$ cat src/rtl/srrip_pkg.sv
package srrip_pkg;

  localparam int SETS  = 2048;
  localparam int WAYS  = 16;
  localparam int SET_W = 11;
  localparam int WAY_W = 4;
  localparam int ROW_W = WAYS * 2;

  typedef logic [1:0] rrpv_t;
  typedef logic [1:0] op_t;

  localparam op_t OP_VICTIM = 2'd0;
  localparam op_t OP_HIT    = 2'd1;
  localparam op_t OP_FILL   = 2'd2;

  localparam rrpv_t RRPV_MAX  = 2'd3;
  localparam rrpv_t RRPV_FILL = 2'd2;
  localparam rrpv_t RRPV_HIT  = 2'd0;

  typedef struct packed {
    logic  cand;
    rrpv_t rrpv;
  } lane_res_t;

  typedef logic [SET_W-1:0] set_t;
  typedef logic [WAY_W-1:0] way_t;
  typedef logic [ROW_W-1:0] row_t;

endpackage

$ cat src/rtl/srrip_merge.sv
module srrip_merge (
  input  srrip_pkg::row_t                        row,
  input  logic [srrip_pkg::WAYS-1:0]             prot,
  input  srrip_pkg::lane_res_t [srrip_pkg::WAYS-1:0] lane_res,
  output logic [srrip_pkg::WAYS-1:0]             elig,
  output srrip_pkg::rrpv_t                       age,
  output srrip_pkg::way_t                        victim_way
);
  import srrip_pkg::*;

  logic             any_free;
  logic [WAYS-1:0]  v_hi;
  logic [WAYS-1:0]  v_lo;
  logic [WAYS-1:0]  cand;
  rrpv_t            top;

  always_comb begin
    for (int w = 0; w < WAYS; w++) begin
      v_hi[w] = row[2*w+1];
      v_lo[w] = row[2*w];
      cand[w] = lane_res[w].cand;
    end
    any_free = |(~prot);
    elig     = any_free ? ~prot : {WAYS{1'b1}};
    top[1]   = |(elig & v_hi);
    top[0]   = |(elig & v_lo & ~(v_hi ^ {WAYS{top[1]}}));
    if (any_free && top == RRPV_MAX) begin
      age = 2'd1;
    end else begin
      age = RRPV_MAX - top;
    end
    victim_way = '0;
    for (int w = WAYS - 1; w >= 0; w--) begin
      if (cand[w]) begin
        victim_way = way_t'(w);
      end
    end
  end

endmodule

$ cat config.mk
export PLATFORM = sky130hd
export DESIGN_NAME = srrip_merge
export DESIGN_NICKNAME = d
export VERILOG_FILES = /design/src/rtl/srrip_pkg.sv /design/src/rtl/srrip_merge.sv
export SDC_FILE = /design/constraint.sdc
export NUM_CORES = 1
export LEC_CHECK = 0
export ABC_AREA = 1
export BUFFER_PORTS_ARGS = -buffer_cell sky130_fd_sc_hd__clkbuf_2
export CORE_MARGIN = 3
export CORE_UTILIZATION = 30
export DETAILED_ROUTE_END_ITERATION = 12
export GPL_ROUTABILITY_DRIVEN = 0
export PLACE_DENSITY = 0.88
export SLEW_MARGIN = 15
export SYNTH_ARGS = -nofsm -noshare
export SYNTH_HDL_FRONTEND = slang
export SYNTH_SLANG_ARGS = --single-unit
export TNS_END_PERCENT = 30
$ cat constraint.sdc
create_clock -name vclk -period 2.63
set_input_delay 0.526 -clock vclk [all_inputs]
set_output_delay 0.526 -clock vclk [all_outputs]
set_load 0.005 [all_outputs]
==> out/results.tsv <==
stage	metric	value	unit
cells_and_area	Seq cells	0	
sta	Hold Vio Cnt, Final	0	
synthesis	post-synthesis adder-cell area fraction	0	%
cells_and_area	fraction of layout cells with a size suffix above 1	56.16	%
sta	Final min period	3.052	ns
global_routing	initial antenna violation count	0	
pwr	Int Power	124.2	uW
min_path	Worst Hold Class	primary input to output pin	
setup_path	WP data required	2.10	ns
route	Iter 0 DRT Violations	122	
global_routing	grt total ovfl	0	
pwr	maximum VDD drop	0.09874	mV
synthesis	Post-Synth XOR/XNOR Area	0	%
synthesis	main combinational cell family by area after synthesis	simple AND/OR/NAND/NOR gates	
route	Wirelength per Cell	13.16	um
cells_and_area	storage element area	0	um2
synthesis	synthesized area per cell	5.107	um2
synthesis	Synth Area in Compound Gates	30.09	%
route	post-route ant nets	0	
pwr	PD cells	128.3	nW/um2
floorplanning	Top-Level Pins	118	
place	Port-buffer cells	86	
sta	slew margin rel.	77.26	%
sta	fin crit share	116.0	%
setup_path	Worst setup SP type	primary input	
synthesis	Synth Cell Area	873.3	um2
global_routing	GRT Util Overall	18.95	%
cells_and_area	number of nets in the layout	390	
global_routing	global-route wire length before repair	5430	um
sta	Slew Viols, Final	0	
floorplanning	Die Ht	59.96	um
sta	Final setup viols	1	
setup_path	CP endpoint kind	output pin	
setup_path	crit path cell chain	buf_6 > nand2_2 > nor2_4 > nand2_4 > nor2_4 > buf_6 > buf_6 > o21ai_2 > nand2_2 > nor2_4 > nand2_8 > nor2_4 > nand2_1 > nand3_1 > nand2_1 > nor2_1 > nand2_1 > o21ai_1 > buf_2	
cells_and_area	Fillers	221	
synthesis	ranking of synthesized cells by area	nand2_1 (28%), o21bai_1 (9.5%), nor2_1 (7.7%), inv_1 (7.3%), o21ai_0 (6.9%)	
synthesis	Yosys warnings	0	
sta	WHS	1.276	ns
floorplanning	Site Rows	18	
synthesis	Yosys cell types	25	
floorplanning	Die Wd	59.96	um
min_path	Hold Path End	victim_way[0]	
pwr	Sw Ratio	48.11	%
setup_path	most frequent CP cell	nor2_4	
global_routing	vias in the first global route	1396	
setup_path	CP max stage cell	nor2_4	
min_path	HP Start	lane_res[2]	
route	drt first pass iters	4	
global_routing	largest net degree at the start of global routing	8	
pwr	logic gate share of total power	100.0	%
flow_run	Max-cap violations	0	
floorplanning	Core Box Area	2613	um2
sta	worst setup margin	-0.4217	ns
floorplanning	DIE AREA	3595	um2
cells_and_area	Area growth syn-to-layout	113.6	%
pwr	Sw Pwr	115.1	uW
pwr	clock network power share	0	%
sta	Max Clock Freq	327.7	MHz
synthesis	sequential area share after synthesis	0	%
min_path	worst hold stages	3	
cells_and_area	Clock Buffer Count	0	
setup_path	CP Class	primary input to output pin	
synthesis	leading area contributor after synthesis	nand2_1	
route	routed vias	1641	
synthesis	Yosys top cell area share	27.94	%
synthesis	Synth Area in Simple Gates	59.17	%
pwr	sequential share of power	0	%
synthesis	cells after synthesis	171	
cells_and_area	commonest non-fill, non-tap cell in the layout	clkbuf_2	
sta	Worst-Margin Slew	0.3368	ns
cells_and_area	commonest non-fill, non-tap cells in the layout	clkbuf_2 (72), nand2_1 (47), buf_4 (30)	
synthesis	post-synthesis mux area share	0	%
run_status	failing checks	setup timing	
route	total wire length	4239	um
floorplanning	Starting Density	33.43	%
run_status	status	finished with violations	
cells_and_area	antenna diode count	0	
setup_path	CP Max Fanout	6	
route	vias per std cell	5.096	
route	drc violations	0	
pwr	Leakage Power	0.001079	uW
synthesis	net count after synthesis	267	
place	Setup WS pre-CTS	-0.3913	ns
place	HPWL Detailed	3013	um
setup_path	highest cell delay on the worst timing path	0.21	ns
setup_path	critical path arrival	2.53	ns
sta	unrepaired setup endpoints after global routing	yes	
## synth_stat cells
cell	number
nor2_2	1
o21bai_2	3
o21ai_0	12
buf_6	1
a21oi_1	5
nor2_8	1
nand2_1	65
nand2_8	1
and2_1	2
inv_2	1
nor4_1	1
o21bai_1	11
o21a_1	1
nand2_4	1
nor3_1	2
buf_8	1
nor2_1	18
o311ai_0	1
nand2_2	5
nor2_4	2
o21ai_1	3
a21boi_0	4
inv_1	17
nand3b_1	2
nand3_1	10
## worst max path at each step
stage                     startpoint  endpoint  slack (ns)  cells past startpoint
after floorplan              prot[1]    age[0]       0.008                     18
after CTS                   prot[10]    age[0]       -0.31                     19
after global placement      prot[15]    age[0]       -0.34                     18
after global routing        prot[13]    age[0]       -0.51                     19
after detailed placement    prot[15]    age[0]       -0.39                     18
final                       prot[13]    age[0]       -0.42                     19
## through the flow
step,setup TNS [ns],area (um2),std cells,utilization [%],total power [uW]
CTS,-0.3115,1650,319,63.17,205.2
detailed placement,-0.3913,1540,315,58.96,191.1
floorplan,0,873.3,171,-,84.69
finish,-0.4217,1866,322,71.41,239.3
global route,-0.5075,1866,322,71.41,259.6
global placement,-0.3445,1540,315,58.96,186.3
## timing repair
action / 4_1_cts / 5_1_grt
gates resized for setup: 23 / 60
hold buffers: 0 / 0
setup endpoints to repair: 1 / 1
pin swaps: 20 / 34
gates cloned: 2 / 0
buffers inserted: 2 / 3
## kinds of logic (layout without fill, tap and decap cells)
kind of cell	Yosys count	in the layout
compound gates	40	40
buf+inv	20	140
simple gates	111	112
## power groups by stage
stage	Sequential [uW]	Clock, uW	Combinational, uW
detailed placement	0	0	191
global placement	0	0	186
CTS	0	0	205
floorplan	0	0	84.7
finish	0	0	239
global route	0	0	260
## final cells by class
cell class	count	area, um2	area share (%)
inverter	18	72.57	3.890
multi-input combinational	152	939.7	50.37
tap	30	37.54	2.012
timing repair buffer	121	808.3	43.33
timing repair inverter	1	7.507	0.4024
## worst max-delay path: cells and delay by family
kind                   cells  cell delay, ns
buffers and inverters      4            0.46
and+or+nand+nor           13            1.27
AOI/OAI and AO/OA          2            0.26
## routing by layer
layer,global-route usage (%),share of wire (%),up-vias
met5,0,0,-
met2,39.20,52,100
met4,0.9494,1.8,0
met1,20.66,36,730
li1,-,-,801
met3,2.592,9.9,10
Note: power is estimated with default switching activity, not from simulation.
